**src/rtl/sha_pkg.sv**
```systemverilog
package sha_pkg;

  localparam int WordW   = 32;
  localparam int CntW    = 3;
  localparam int IdxW    = 3;
  localparam int LenW    = 64;
  localparam int BlkWords = 16;
  localparam int FillW   = $clog2(BlkWords);
  localparam int Rounds  = 64;
  localparam int RndW    = $clog2(Rounds);
  localparam int QueueDepth = 2;
  localparam logic [WordW-1:0] PadWord = 32'h8000_0000;

  // Register map
  localparam logic [1:0] RegHashMode = 2'd0;

  typedef enum logic [2:0] {
    ST_IDLE,
    ST_ROUND,
    ST_FINAL,
    ST_PAD,
    ST_OUT
  } back_state_t;

  // Item as classified by the front end
  typedef struct packed {
    logic [WordW-1:0] word;       // data, with pad byte merged on a short last word
    logic             last;
    logic             full_word;  // four bytes taken
    logic [5:0]       bits;       // bits added to the length
  } item_t;

  function automatic logic [WordW-1:0] ror(input logic [WordW-1:0] x, input int n);
    ror = (x >> n) | (x << (WordW - n));
  endfunction

  function automatic logic [WordW-1:0] bsig0(input logic [WordW-1:0] x);
    bsig0 = ror(x, 2) ^ ror(x, 13) ^ ror(x, 22);
  endfunction

  function automatic logic [WordW-1:0] bsig1(input logic [WordW-1:0] x);
    bsig1 = ror(x, 6) ^ ror(x, 11) ^ ror(x, 25);
  endfunction

  function automatic logic [WordW-1:0] ssig0(input logic [WordW-1:0] x);
    ssig0 = ror(x, 7) ^ ror(x, 18) ^ (x >> 3);
  endfunction

  function automatic logic [WordW-1:0] ssig1(input logic [WordW-1:0] x);
    ssig1 = ror(x, 17) ^ ror(x, 19) ^ (x >> 10);
  endfunction

  function automatic logic [WordW-1:0] init_value(input logic mode, input logic [2:0] i);
    logic [WordW-1:0] v;
    case ({mode, i})
      4'h0: v = 32'h6a09e667;
      4'h1: v = 32'hbb67ae85;
      4'h2: v = 32'h3c6ef372;
      4'h3: v = 32'ha54ff53a;
      4'h4: v = 32'h510e527f;
      4'h5: v = 32'h9b05688c;
      4'h6: v = 32'h1f83d9ab;
      4'h7: v = 32'h5be0cd19;
      4'h8: v = 32'hc1059ed8;
      4'h9: v = 32'h367cd507;
      4'ha: v = 32'h3070dd17;
      4'hb: v = 32'hf70e5939;
      4'hc: v = 32'hffc00b31;
      4'hd: v = 32'h68581511;
      4'he: v = 32'h64f98fa7;
      default: v = 32'hbefa4fa4;
    endcase
    return v;
  endfunction

  function automatic logic [WordW-1:0] round_k(input logic [RndW-1:0] r);
    logic [WordW-1:0] k;
    case (r)
      6'd0: k = 32'h428a2f98;  6'd1: k = 32'h71374491;  6'd2: k = 32'hb5c0fbcf;
      6'd3: k = 32'he9b5dba5;  6'd4: k = 32'h3956c25b;  6'd5: k = 32'h59f111f1;
      6'd6: k = 32'h923f82a4;  6'd7: k = 32'hab1c5ed5;  6'd8: k = 32'hd807aa98;
      6'd9: k = 32'h12835b01;  6'd10: k = 32'h243185be; 6'd11: k = 32'h550c7dc3;
      6'd12: k = 32'h72be5d74; 6'd13: k = 32'h80deb1fe; 6'd14: k = 32'h9bdc06a7;
      6'd15: k = 32'hc19bf174; 6'd16: k = 32'he49b69c1; 6'd17: k = 32'hefbe4786;
      6'd18: k = 32'h0fc19dc6; 6'd19: k = 32'h240ca1cc; 6'd20: k = 32'h2de92c6f;
      6'd21: k = 32'h4a7484aa; 6'd22: k = 32'h5cb0a9dc; 6'd23: k = 32'h76f988da;
      6'd24: k = 32'h983e5152; 6'd25: k = 32'ha831c66d; 6'd26: k = 32'hb00327c8;
      6'd27: k = 32'hbf597fc7; 6'd28: k = 32'hc6e00bf3; 6'd29: k = 32'hd5a79147;
      6'd30: k = 32'h06ca6351; 6'd31: k = 32'h14292967; 6'd32: k = 32'h27b70a85;
      6'd33: k = 32'h2e1b2138; 6'd34: k = 32'h4d2c6dfc; 6'd35: k = 32'h53380d13;
      6'd36: k = 32'h650a7354; 6'd37: k = 32'h766a0abb; 6'd38: k = 32'h81c2c92e;
      6'd39: k = 32'h92722c85; 6'd40: k = 32'ha2bfe8a1; 6'd41: k = 32'ha81a664b;
      6'd42: k = 32'hc24b8b70; 6'd43: k = 32'hc76c51a3; 6'd44: k = 32'hd192e819;
      6'd45: k = 32'hd6990624; 6'd46: k = 32'hf40e3585; 6'd47: k = 32'h106aa070;
      6'd48: k = 32'h19a4c116; 6'd49: k = 32'h1e376c08; 6'd50: k = 32'h2748774c;
      6'd51: k = 32'h34b0bcb5; 6'd52: k = 32'h391c0cb3; 6'd53: k = 32'h4ed8aa4a;
      6'd54: k = 32'h5b9cca4f; 6'd55: k = 32'h682e6ff3; 6'd56: k = 32'h748f82ee;
      6'd57: k = 32'h78a5636f; 6'd58: k = 32'h84c87814; 6'd59: k = 32'h8cc70208;
      6'd60: k = 32'h90befffa; 6'd61: k = 32'ha4506ceb; 6'd62: k = 32'hbef9a3f7;
      default: k = 32'hc67178f2;
    endcase
    return k;
  endfunction

endpackage

```
**src/rtl/sha256_hash_engine_core.sv**
```systemverilog
// SHA-256 / SHA-224 streaming hasher.
// Input queue: drive in_data_word (big-endian), in_byte_count and
// in_last_of_message with push; a transfer happens when push is high and
// full is low. Two items can wait in the input queue.
// A word that does not complete a block is written into the block window.
// The 16th word of a block is absorbed, then 64 rounds run, one a cycle,
// and then the chaining add; meanwhile further words wait in the input queue.
// The last item closes the message: padding is written one word a cycle up
// to the end of the block and one or two more compressions run. The digest
// then appears on the result queue: 8 words for SHA-256, 7 for SHA-224,
// word 0 first, while empty is low; each is a transfer at pop. While the
// receiver stalls the back end holds, and further input waits in the input
// queue.
// hash_mode is written over the APB port at address 0 while idle; it
// reloads the initial values and drops any partial message.
// Reset selects SHA-256, loads its initial values and empties both sides.
module sha256_hash_engine_core #(
  parameter int QueueDepth = sha_pkg::QueueDepth
) (
  input  logic                      clk,
  input  logic                      rst_n,
  input  logic                      push,
  output logic                      full,
  input  logic [sha_pkg::WordW-1:0] in_data_word,
  input  logic [sha_pkg::CntW-1:0]  in_byte_count,
  input  logic                      in_last_of_message,
  output logic                      empty,
  input  logic                      pop,
  output logic [sha_pkg::WordW-1:0] out_digest_word,
  output logic [sha_pkg::IdxW-1:0]  out_word_index,
  output logic                      out_last_word,
  input  logic                      psel,
  input  logic                      penable,
  input  logic                      pwrite,
  input  logic [1:0]                paddr,
  input  logic [31:0]               pwdata,
  output logic [31:0]               prdata,
  output logic                      pready
);
  import sha_pkg::*;

  logic  q_valid, q_take, cfg_wr, mode;
  item_t q_item;

  assign pready = 1'b1;
  assign cfg_wr = psel && penable && pwrite && pready && (paddr == RegHashMode);
  assign prdata = {31'b0, mode};

  sha_front #(.Depth(QueueDepth)) u_front (
    .clk, .rst_n, .push, .full,
    .in_data_word, .in_byte_count, .in_last_of_message,
    .q_valid, .q_item, .q_take
  );

  sha_back u_back (
    .clk, .rst_n, .q_valid, .q_item, .q_take,
    .cfg_wr, .cfg_mode(pwdata[0]), .mode,
    .empty, .pop, .out_digest_word, .out_word_index, .out_last_word
  );

  // Final word is at index 6 (SHA-224) or 7 (SHA-256)
  a_last_idx: assert property (@(posedge clk) disable iff (!rst_n)
    !empty && out_last_word |-> (out_word_index == 3'd6 || out_word_index == 3'd7))
    else $error("last digest word at wrong index");

  // Digest run ends after its last transfer
  a_end_run: assert property (@(posedge clk) disable iff (!rst_n)
    pop && !empty && out_last_word |=> empty)
    else $error("result still shown after last word");

  // Words advance one by one
  a_advance: assert property (@(posedge clk) disable iff (!rst_n)
    pop && !empty && !out_last_word |=>
      !empty && out_word_index == $past(out_word_index) + 3'd1)
    else $error("digest word index skipped");

endmodule

```
**src/rtl/sha_front.sv**
```systemverilog
module sha_front #(
  parameter int Depth = sha_pkg::QueueDepth
) (
  input  logic                     clk,
  input  logic                     rst_n,
  input  logic                     push,
  output logic                     full,
  input  logic [sha_pkg::WordW-1:0] in_data_word,
  input  logic [sha_pkg::CntW-1:0]  in_byte_count,
  input  logic                     in_last_of_message,
  output logic                     q_valid,
  output sha_pkg::item_t           q_item,
  input  logic                     q_take
);
  import sha_pkg::*;

  localparam int PtrW = (Depth > 1) ? $clog2(Depth) : 1;
  localparam int CntQW = $clog2(Depth + 1);

  item_t            slot_r [Depth];
  logic [PtrW-1:0]  wr_ptr_r, rd_ptr_r;
  logic [CntQW-1:0] count_r;
  item_t            cls;
  logic [2:0]       eff_cnt;
  logic [WordW-1:0] keep_mask;
  logic             wr_en, rd_en;

  // Classify: effective byte count, pad byte merged into a short last word
  always_comb begin
    eff_cnt = (in_last_of_message && in_byte_count < 3'd4) ? in_byte_count : 3'd4;
    keep_mask = ~({WordW{1'b1}} >> {eff_cnt, 3'b000});
    cls.last = in_last_of_message;
    cls.full_word = (eff_cnt == 3'd4);
    cls.bits = {eff_cnt, 3'b000};
    if (eff_cnt == 3'd4) begin
      cls.word = in_data_word;
    end else begin
      cls.word = (in_data_word & keep_mask) | (PadWord >> {eff_cnt, 3'b000});
    end
  end

  assign full    = (count_r == CntQW'(Depth));
  assign q_valid = (count_r != '0);
  assign q_item  = slot_r[rd_ptr_r];
  assign wr_en   = push && !full;
  assign rd_en   = q_take && q_valid;

  // Queue storage
  always_ff @(posedge clk) begin
    if (wr_en) begin
      slot_r[wr_ptr_r] <= cls;
    end
  end

  // Pointers and occupancy
  always_ff @(posedge clk) begin
    if (!rst_n) begin
      wr_ptr_r <= '0;
      rd_ptr_r <= '0;
      count_r  <= '0;
    end else begin
      if (wr_en) begin
        wr_ptr_r <= (wr_ptr_r == PtrW'(Depth - 1)) ? '0 : wr_ptr_r + 1'b1;
      end
      if (rd_en) begin
        rd_ptr_r <= (rd_ptr_r == PtrW'(Depth - 1)) ? '0 : rd_ptr_r + 1'b1;
      end
      if (wr_en && !rd_en) begin
        count_r <= count_r + 1'b1;
      end else if (rd_en && !wr_en) begin
        count_r <= count_r - 1'b1;
      end
    end
  end

endmodule

```
**src/rtl/sha_back.sv**
```systemverilog
module sha_back (
  input  logic                      clk,
  input  logic                      rst_n,
  input  logic                      q_valid,
  input  sha_pkg::item_t            q_item,
  output logic                      q_take,
  input  logic                      cfg_wr,
  input  logic                      cfg_mode,
  output logic                      mode,
  output logic                      empty,
  input  logic                      pop,
  output logic [sha_pkg::WordW-1:0] out_digest_word,
  output logic [sha_pkg::IdxW-1:0]  out_word_index,
  output logic                      out_last_word
);
  import sha_pkg::*;

  back_state_t       state_r, state_nxt;
  logic              mode_r, mode_nxt;
  logic [WordW-1:0]  chain_r [8];
  logic [WordW-1:0]  chain_nxt [8];
  logic [WordW-1:0]  vars_r [8];
  logic [WordW-1:0]  vars_nxt [8];
  logic [WordW-1:0]  win_r [BlkWords];
  logic [WordW-1:0]  win_nxt [BlkWords];
  logic [LenW-1:0]   len_r, len_nxt;
  logic [FillW-1:0]  fill_r, fill_nxt;
  logic [RndW-1:0]   rnd_r, rnd_nxt;
  logic [IdxW-1:0]   idx_r, idx_nxt;
  logic              closing_r, closing_nxt;
  logic              pending_r, pending_nxt;
  logic              extra_r, extra_nxt;
  logic              done_r, done_nxt;
  logic [WordW-1:0]  t1, t2, w_new, pad_word;
  logic [IdxW-1:0]   last_idx;

  assign mode            = mode_r;
  assign empty           = (state_r != ST_OUT);
  assign out_digest_word = chain_r[idx_r];
  assign out_word_index  = idx_r;
  assign last_idx        = mode_r ? 3'd6 : 3'd7;
  assign out_last_word   = (idx_r == last_idx);

  // Round datapath and schedule extension
  always_comb begin
    t1 = vars_r[7] + bsig1(vars_r[4]) + ((vars_r[4] & vars_r[5]) ^ (~vars_r[4] & vars_r[6]))
       + round_k(rnd_r) + win_r[0];
    t2 = bsig0(vars_r[0])
       + ((vars_r[0] & vars_r[1]) ^ (vars_r[0] & vars_r[2]) ^ (vars_r[1] & vars_r[2]));
    w_new = ssig1(win_r[14]) + win_r[9] + ssig0(win_r[1]) + win_r[0];
  end

  // Padding word for the current fill position
  always_comb begin
    if (pending_r || extra_r) begin
      pad_word = pending_r ? PadWord : '0;
    end else if (fill_r == FillW'(BlkWords - 2)) begin
      pad_word = len_r[63:32];
    end else if (fill_r == FillW'(BlkWords - 1)) begin
      pad_word = len_r[31:0];
    end else begin
      pad_word = '0;
    end
  end

  // Control registers
  always_ff @(posedge clk) begin
    if (!rst_n) begin
      state_r   <= ST_IDLE;
      mode_r    <= 1'b0;
      len_r     <= '0;
      fill_r    <= '0;
      rnd_r     <= '0;
      idx_r     <= '0;
      closing_r <= 1'b0;
      pending_r <= 1'b0;
      extra_r   <= 1'b0;
      done_r    <= 1'b0;
      for (int i = 0; i < 8; i++) begin
        chain_r[i] <= init_value(1'b0, 3'(i));
      end
    end else begin
      state_r   <= state_nxt;
      mode_r    <= mode_nxt;
      len_r     <= len_nxt;
      fill_r    <= fill_nxt;
      rnd_r     <= rnd_nxt;
      idx_r     <= idx_nxt;
      closing_r <= closing_nxt;
      pending_r <= pending_nxt;
      extra_r   <= extra_nxt;
      done_r    <= done_nxt;
      chain_r   <= chain_nxt;
    end
  end

  // Working variables and block window
  always_ff @(posedge clk) begin
    vars_r <= vars_nxt;
    win_r  <= win_nxt;
  end

  // Next state
  always_comb begin
    state_nxt   = state_r;
    mode_nxt    = mode_r;
    len_nxt     = len_r;
    fill_nxt    = fill_r;
    rnd_nxt     = rnd_r;
    idx_nxt     = idx_r;
    closing_nxt = closing_r;
    pending_nxt = pending_r;
    extra_nxt   = extra_r;
    done_nxt    = done_r;
    chain_nxt   = chain_r;
    vars_nxt    = vars_r;
    win_nxt     = win_r;
    q_take      = 1'b0;

    case (state_r)
      ST_IDLE: begin
        if (cfg_wr) begin
          mode_nxt = cfg_mode;
          len_nxt  = '0;
          fill_nxt = '0;
          for (int i = 0; i < 8; i++) begin
            chain_nxt[i] = init_value(cfg_mode, 3'(i));
          end
        end else if (q_valid) begin
          q_take = 1'b1;
          win_nxt[fill_r] = q_item.word;
          fill_nxt = fill_r + 1'b1;
          len_nxt = len_r + LenW'(q_item.bits);
          if (q_item.last) begin
            closing_nxt = 1'b1;
            pending_nxt = q_item.full_word;
            extra_nxt   = !q_item.full_word && (fill_r == FillW'(BlkWords - 2));
          end
          if (fill_r == FillW'(BlkWords - 1)) begin
            vars_nxt  = chain_r;
            rnd_nxt   = '0;
            state_nxt = ST_ROUND;
          end else if (q_item.last) begin
            state_nxt = ST_PAD;
          end
        end
      end

      ST_PAD: begin
        win_nxt[fill_r] = pad_word;
        fill_nxt = fill_r + 1'b1;
        if (pending_r) begin
          pending_nxt = 1'b0;
          extra_nxt   = (fill_r == FillW'(BlkWords - 2));
        end else if (extra_r) begin
          if (fill_r == FillW'(BlkWords - 1)) begin
            extra_nxt = 1'b0;
          end
        end else if (fill_r == FillW'(BlkWords - 1)) begin
          done_nxt = 1'b1;
        end
        if (fill_r == FillW'(BlkWords - 1)) begin
          vars_nxt  = chain_r;
          rnd_nxt   = '0;
          state_nxt = ST_ROUND;
        end
      end

      // One compression round a cycle
      ST_ROUND: begin
        for (int i = 7; i > 0; i--) begin
          vars_nxt[i] = vars_r[i-1];
        end
        vars_nxt[4] = vars_r[3] + t1;
        vars_nxt[0] = t1 + t2;
        for (int i = 0; i < BlkWords - 1; i++) begin
          win_nxt[i] = win_r[i+1];
        end
        win_nxt[BlkWords-1] = w_new;
        rnd_nxt = rnd_r + 1'b1;
        if (rnd_r == RndW'(Rounds - 1)) begin
          state_nxt = ST_FINAL;
        end
      end

      ST_FINAL: begin
        for (int i = 0; i < 8; i++) begin
          chain_nxt[i] = chain_r[i] + vars_r[i];
        end
        if (done_r) begin
          idx_nxt   = '0;
          state_nxt = ST_OUT;
        end else if (closing_r) begin
          state_nxt = ST_PAD;
        end else begin
          state_nxt = ST_IDLE;
        end
      end

      // Digest words leave one per transfer, then the chain reloads
      ST_OUT: begin
        if (pop) begin
          idx_nxt = idx_r + 1'b1;
          if (idx_r == last_idx) begin
            idx_nxt     = '0;
            len_nxt     = '0;
            fill_nxt    = '0;
            closing_nxt = 1'b0;
            done_nxt    = 1'b0;
            for (int i = 0; i < 8; i++) begin
              chain_nxt[i] = init_value(mode_r, 3'(i));
            end
            state_nxt = ST_IDLE;
          end
        end
      end

      default: state_nxt = ST_IDLE;
    endcase
  end

endmodule
```
**config.mk**
```make
export PLATFORM = sky130hd
export DESIGN_NAME = sha256_hash_engine_core
export DESIGN_NICKNAME = d
export VERILOG_FILES = /design/src/rtl/sha_pkg.sv /design/src/rtl/sha256_hash_engine_core.sv /design/src/rtl/sha_front.sv /design/src/rtl/sha_back.sv
export SDC_FILE = /design/constraint.sdc
export NUM_CORES = 2
export LEC_CHECK = 0
export ABC_AREA = 1
export BUFFER_PORTS_ARGS = -buffer_cell sky130_fd_sc_hd__clkbuf_2
export CAP_MARGIN = 20
export CORE_MARGIN = 2
export CORE_UTILIZATION = 40
export CTS_CLUSTER_DIAMETER = 80
export DETAILED_ROUTE_END_ITERATION = 10
export SYNTH_ARGS = -nofsm -noshare
export SYNTH_HDL_FRONTEND = slang
export SYNTH_SLANG_ARGS = --single-unit
```
**constraint.sdc**
```tcl
create_clock -name clk -period 14.2 [get_ports clk]
set_input_delay 1.42 -clock clk [delete_from_list [all_inputs] [get_ports clk]]
set_output_delay 1.42 -clock clk [all_outputs]
set_load 0.005 [all_outputs]
```
### After elaboration in Yosys (flattened, before gate mapping)

Memories as Yosys holds them, arrays and structs flattened. A register that Yosys moved wholly into a read port is not among the register bits.
Cells that the tools add are included.

* eq/ne operators: 24
* mux-type cells: 104
* $add $sub $neg: 26
* order comparisons: 4
* reduce and logical (&&, ||, !) cells: 36
* div/mod/pow operators: 0
* bitwise gates (word level): 34
* shifts and indexed selects: 2
* multipliers: 0

Operators by type and width (number)
* $mux 256: 6
* $pmux 256 s3: 2
* $pmux 512 s3: 1
* $bwmux 512: 2
* $mux 512: 2
* $pmux 32 s2: 14
* $add 32x32->32: 18
* $mux 32: 10
* $xor 32x32->32: 9
* $mux 64: 4
* $and 32x32->32: 6
* $demux 32 s4: 1
* $pmux 64 s2: 1
* $bmux 32 s3: 1
* $add 64x6->64: 1
* $not 32->32: 2
* $shr 32x6->32 const A: 2
* $mux 3: 13
* $or 10x32->32: 1
* $or 13x32->32: 1
* $or 14x32->32: 1
* $or 15x32->32: 1
* $or 19x32->32: 1
* $or 21x32->32: 1
* 52 further kinds: 129

* memory bits (read-only): 2048
* bits in registers: 1113
* bits in latches: 0
* logic and storage cells: 277
* memories kept: 2
* bits in writable memories: 74
* bits of input ports: 77
* output and inout port bits: 71

Memories
* (no name shown): words 64, width 32, read ports 1, clocked after memory_dff 1, wr ports 0, RTL line sha_pkg.sv:78 `case (r)`
* u_front.slot_r: words 2, width 37, read ports 1, clocked after memory_dff 1, wr ports 1, RTL line sha_front.sv:20 `item_t slot_r [Depth];`

### Logic depth before layout (Yosys ltp)

* word-level depth: 9
* depth in mapped cells: 36
* depth with buffers taken out: 36

### Cells and area by module

Synthesis repeated with hierarchy kept, for this count alone.

* cell total of the unflattened synthesis: 11945
* area total of the unflattened synthesis: 90858.4 um^2

Modules (own cells, without submodules)
* sha_back: area an instance 87148.6 um^2, cells an instance 11671, instances 1
* sha_front: area an instance 3434.5 um^2, cells an instance 234, instances 1
* sha256_hash_engine_core: area an instance 275.3 um^2, cells an instance 40, instances 1

### Least setup slack after synthesis

No wires, ideal clock.

* path type: input port to flip-flop
* from: input paddr[1]
* to: register u_back.vars_r[0] in the netlist's numbering (enable)
* library setup time: 608 ps
* slack: 6879 ps
* buffers on the path: 0
* arrival time: 6713 ps
* stages on the path: 6
* data required time: 13592 ps
* cells stage by stage: nor2_1 nand4_1 nand2_1 nand2_1 nand2_1 inv_1

* cells in the longest elaborated chain, start to end: 4

Ends and longest elaborated chain
* from (decl): RTL line sha256_hash_engine_core.sv:35 `input logic [1:0] paddr,`
* $logic_not 2->1: RTL line sha256_hash_engine_core.sv:46 `assign cfg_wr = psel && penable && pwrite && pready && (paddr == RegHashMode);`
* $logic_and 1x1->1: RTL line sha256_hash_engine_core.sv:46
* $ne 2x2->1 (no source line)
* $reduce_and 3->1 (no source line)
* to (signal assigned): RTL line sha_back.sv:99 `vars_r <= vars_nxt;`
* to (decl): RTL line sha_back.sv:22 `logic [WordW-1:0] vars_r [8];`

No other way between the ends.
A chain may end at the register's enable or synchronous reset.

==> impl_metrics.py <==
metrics = {
    "hold_path": {
        "min-delay-start": "u_back.len_r[12]$_SDFFE_PN0P_",
        "hold_path_class": "reg2reg",
    },
    "grt": {
        "grt_util_all_layers_pct": 33.60,
        "grt_pass1_wl_um": 572400,
        "overflow": 0,
        "grt_max_degree": 237,
        "antenna_found_initial": 22,
        "grt_pass1_vias": 82764,
    },
    "synth": {
        "syn_area_mm2": 0.09019,
        "syn_avg_cell_area_um2": 7.472,
        "ys_seq_area_share_pct": 36.36,
        "synth_edf_count": 842,
        "synth-warning-count": 0,
        "synth_area_leader_cell": "edfxtp_1",
        "synth_top_area_share_pct": 28.03,
        "synthTopCellsByArea": "edfxtp_1, nand2_1, dfxtp_1",
        "synth_seq_cells": 1217,
        "synthArstFlopShare_pct": 0,
        "synth_ff_type": "edfxtp_1",
        "syn_inst": 12070,
        "synth_cell_types": 65,
    },
    "detailed_routing": {
        "drt_pass1_iterations": 9,
        "top_layer": "met5",
        "finalWirelength_um": 399700,
        "wl_met3_um": 43160,
        "drt-wirelength-per-cell_um": 26.75,
        "ant_nets": 0,
        "wl_met2_um": 169300,
        "drc": 0,
        "first_iter_violations": 12089,
        "vias": 89914,
        "routed_via_density": 6.019,
        "wl_met1_um": 162600,
    },
    "cells_and_area": {
        "drive_above_1_share_pct": 4.766,
        "multi_input_area_mm2": 0.05037,
        "final_util_pct": 43.76,
        "final_cell_count_no_fill": 14939,
        "seqCellArea_mm2": 0.03280,
        "n_fill_cell": 22780,
        "final_net_count": 12476,
        "area_growth_pct": 8.906,
    },
    "setup_path": {
        "rr_startpoint": "u_back.vars_r[99]$_DFFE_PP_",
        "cp-start-kind": "flip-flop",
        "worstPathRequired_ns": 14.73,
        "critPathMaxFanout": 7,
        "critical_path_class": "reg2reg",
        "crit_arrival_ns": 8.30,
        "critPathLaunch": "u_back.vars_r[99]$_DFFE_PP_",
        "cp-end-kind": "flip-flop",
    },
    "clocking": {
        "cts_tree": "yes",
        "clock-sinks": 1217,
        "cts_inserted_buffers": 153,
        "htreeDepth": 4,
        "cts_root_buffer": "clkbuf_16",
        "post_cts_buffers": 0,
        "cts.path.max_buffers": 3,
        "clk_pin_slew_ns": 0.06,
        "cts_resized": 0,
        "clkLatencyLatePin_ns": 0.86,
        "ctsHoldBuffers": 0,
    },
    "sta": {
        "tns_ns": 0,
        "hold_viol_final": 0,
        "setup_viol": 0,
        "clock.fmax_ghz": 0.1287,
        "finClkSkew_ns": 0.04424,
        "fin_crit_sh_pct": 54.73,
        "rsz0062_at_grt": "no",
        "setup_ws_ns": 6.428,
        "tightestPinTransition_ns": 1.237,
        "finalCriticalPeriod_ns": 7.772,
        "slew-limit-headroom_pct": 16.64,
        "final_max_slew_viol_count": 0,
    },
    "floorplanning": {
        "die_x_um": 478.9,
        "core.rowCount": 174,
        "num_io_pins": 148,
        "start_util_pct": 40.18,
        "core_mm2": 0.2245,
        "die_y_um": 478.9,
        "dieArea_mm2": 0.2293,
    },
    "placed_design": {
        "routabilityCongestion": 1.042,
        "pre_cts_ws_ns": 6.660,
        "portBuffers": 84,
        "placed_cells": 14637,
        "place_hpwl_um": 296700,
    },
    "status": {
        "status": "finished, final reports clean",
    },
    "flow_run": {
        "cap_violations": 0,
    },
}
synth_stat cells, drive strengths merged (39+ instances only):
library cell / n
a21o: 56
a21oi: 970
a31oi: 58
buf: 178
clkbuf: 476
dfxtp: 375
edfxtp: 842
fa: 196
ha: 396
inv: 1222
nand2: 2994
nand3: 1007
nand4: 110
nor2: 841
nor3: 136
o211ai: 399
o21ai: 983
o21bai: 63
o221ai: 112
or2: 39
xnor2: 145
xor2: 188
metal layers:
layer / global-route usage [%] / vias up
met4: 18.07 / 10
met3: 7.114 / 918
met5: 0 / -
met2: 49.91 / 5301
met1: 45.63 / 43035
li1: - / 40650
registers in the layout (all words and copies together), names as in the netlist, named ones only:
| name | cells |
|---|---|
| u_back.state_r | 3 |
| u_back.vars_r | 256 |
| u_front.count_r | 2 |
| u_back.extra_r | 1 |
| u_front.rd_ptr_r | 1 |
| u_back.mode | 1 |
| u_back.done_r | 1 |
| u_back.rnd_r | 6 |
| u_back.chain_r | 256 |
| u_back.closing_r | 1 |
| u_back.pending_r | 1 |
| u_front.slot_r | 74 |
| u_back.len_r | 61 |
| u_front.wr_ptr_r | 1 |
| u_back.fill_r | 4 |
| u_back.out_word_index | 3 |
| u_back.win_r | 512 |
metrics by stage:
stage	hold slack (ns)	area, µm²
after floorplan	0.4369	90310
after global placement	0.4490	92820
after detailed placement	0.4722	93010
after CTS	0.4873	98100
after global routing	0.5061	98210
final	0.4835	98230
cell type report:
type / instances / area share (%)
Antenna cell: 9 / 0.02293
Clock buffer: 211 / 4.266
Clock inverter: 75 / 0.9146
Inverter: 1228 / 4.727
Multi-Input combinational cell: 9001 / 51.28
Sequential cell: 1217 / 33.39
Tap cell: 2992 / 3.811
Timing Repair Buffer: 206 / 1.592
worst max-delay path, cell delays in order (launching register included):
cell	delay (ns)
edfxtp_1	0.85
o21ai_0	0.36
fa_1	0.56
inv_1	0.05
fa_1	0.47
inv_1	0.05
fa_1	0.49
inv_1	0.05
ha_1	0.34
nand2_1	0.08
o21ai_0	0.35
nand3_1	0.16
nand3_1	0.22
a21o_1	0.24
xor2_1	0.61
ha_1	0.43
a21oi_1	0.22
o21ai_0	0.22
a21oi_1	0.16
nand2_1	0.19
a21o_1	0.23
o21ai_0	0.90
o21ai_0	0.22
logic make-up after synthesis:
family	count (synthesis)	share of synthesized area [%]
AND/OR/NAND/NOR	5213	24.12
AO/OA/AOI/OAI	2826	18.21
buffers and inverters	1882	8.165
flip-flops	1217	36.36
adder cells (fa/ha/maj)	594	9.866
XOR/XNOR	333	3.234
multiplexers	3	0.03330
other	2	0.008327
worst paths after layout:
check,to,slack [ns],cells after the start
max,u_back.vars_r[115]$_DFFE_PP_,6.43,22
min,u_back.len_r[12]$_SDFFE_PN0P_,0.48,2
max reg2reg,u_back.vars_r[115]$_DFFE_PP_,6.43,22
min reg2reg,u_back.len_r[12]$_SDFFE_PN0P_,0.48,2
cell usage in the layout, fill, tap and decap left out, types with 10 or more instances in the layout:
master | netlist | layout
nand2_1 | 2986 | 2984
inv_1 | 1192 | 1185
nand3_1 | 1000 | 999
a21oi_1 | 968 | 964
o21ai_0 | 967 | 955
edfxtp_1 | 842 | 842
nor2_1 | 831 | 826
o211ai_1 | 399 | 399
ha_1 | 396 | 396
dfxtp_1 | 375 | 373
fa_1 | 196 | 196
xor2_1 | 188 | 188
clkbuf_16 | 0 | 156
xnor2_1 | 145 | 145
nor3_1 | 135 | 133
o221ai_1 | 112 | 112
nand4_1 | 109 | 109
buf_4 | 43 | 105
clkbuf_2 | 0 | 84
o21bai_1 | 63 | 63
a31oi_1 | 58 | 58
a21o_1 | 56 | 56
clkbuf_1 | 476 | 47
or2_2 | 39 | 39
a21boi_0 | 38 | 38
o22ai_1 | 38 | 38
nand3b_1 | 36 | 36
conb_1 | 2 | 32
inv_2 | 30 | 31
nor4_1 | 28 | 28
o21a_1 | 26 | 26
a22oi_1 | 24 | 24
clkinv_1 | 6 | 19
clkinv_2 | 0 | 19
o21ai_1 | 14 | 14
a221oi_1 | 14 | 14
nor2_2 | 8 | 10
bufinv_16 | 0 | 10
Power is left out: the tool's default activity adds up to more than one toggle a clock period on the data nets, which glitch-free logic cannot reach.
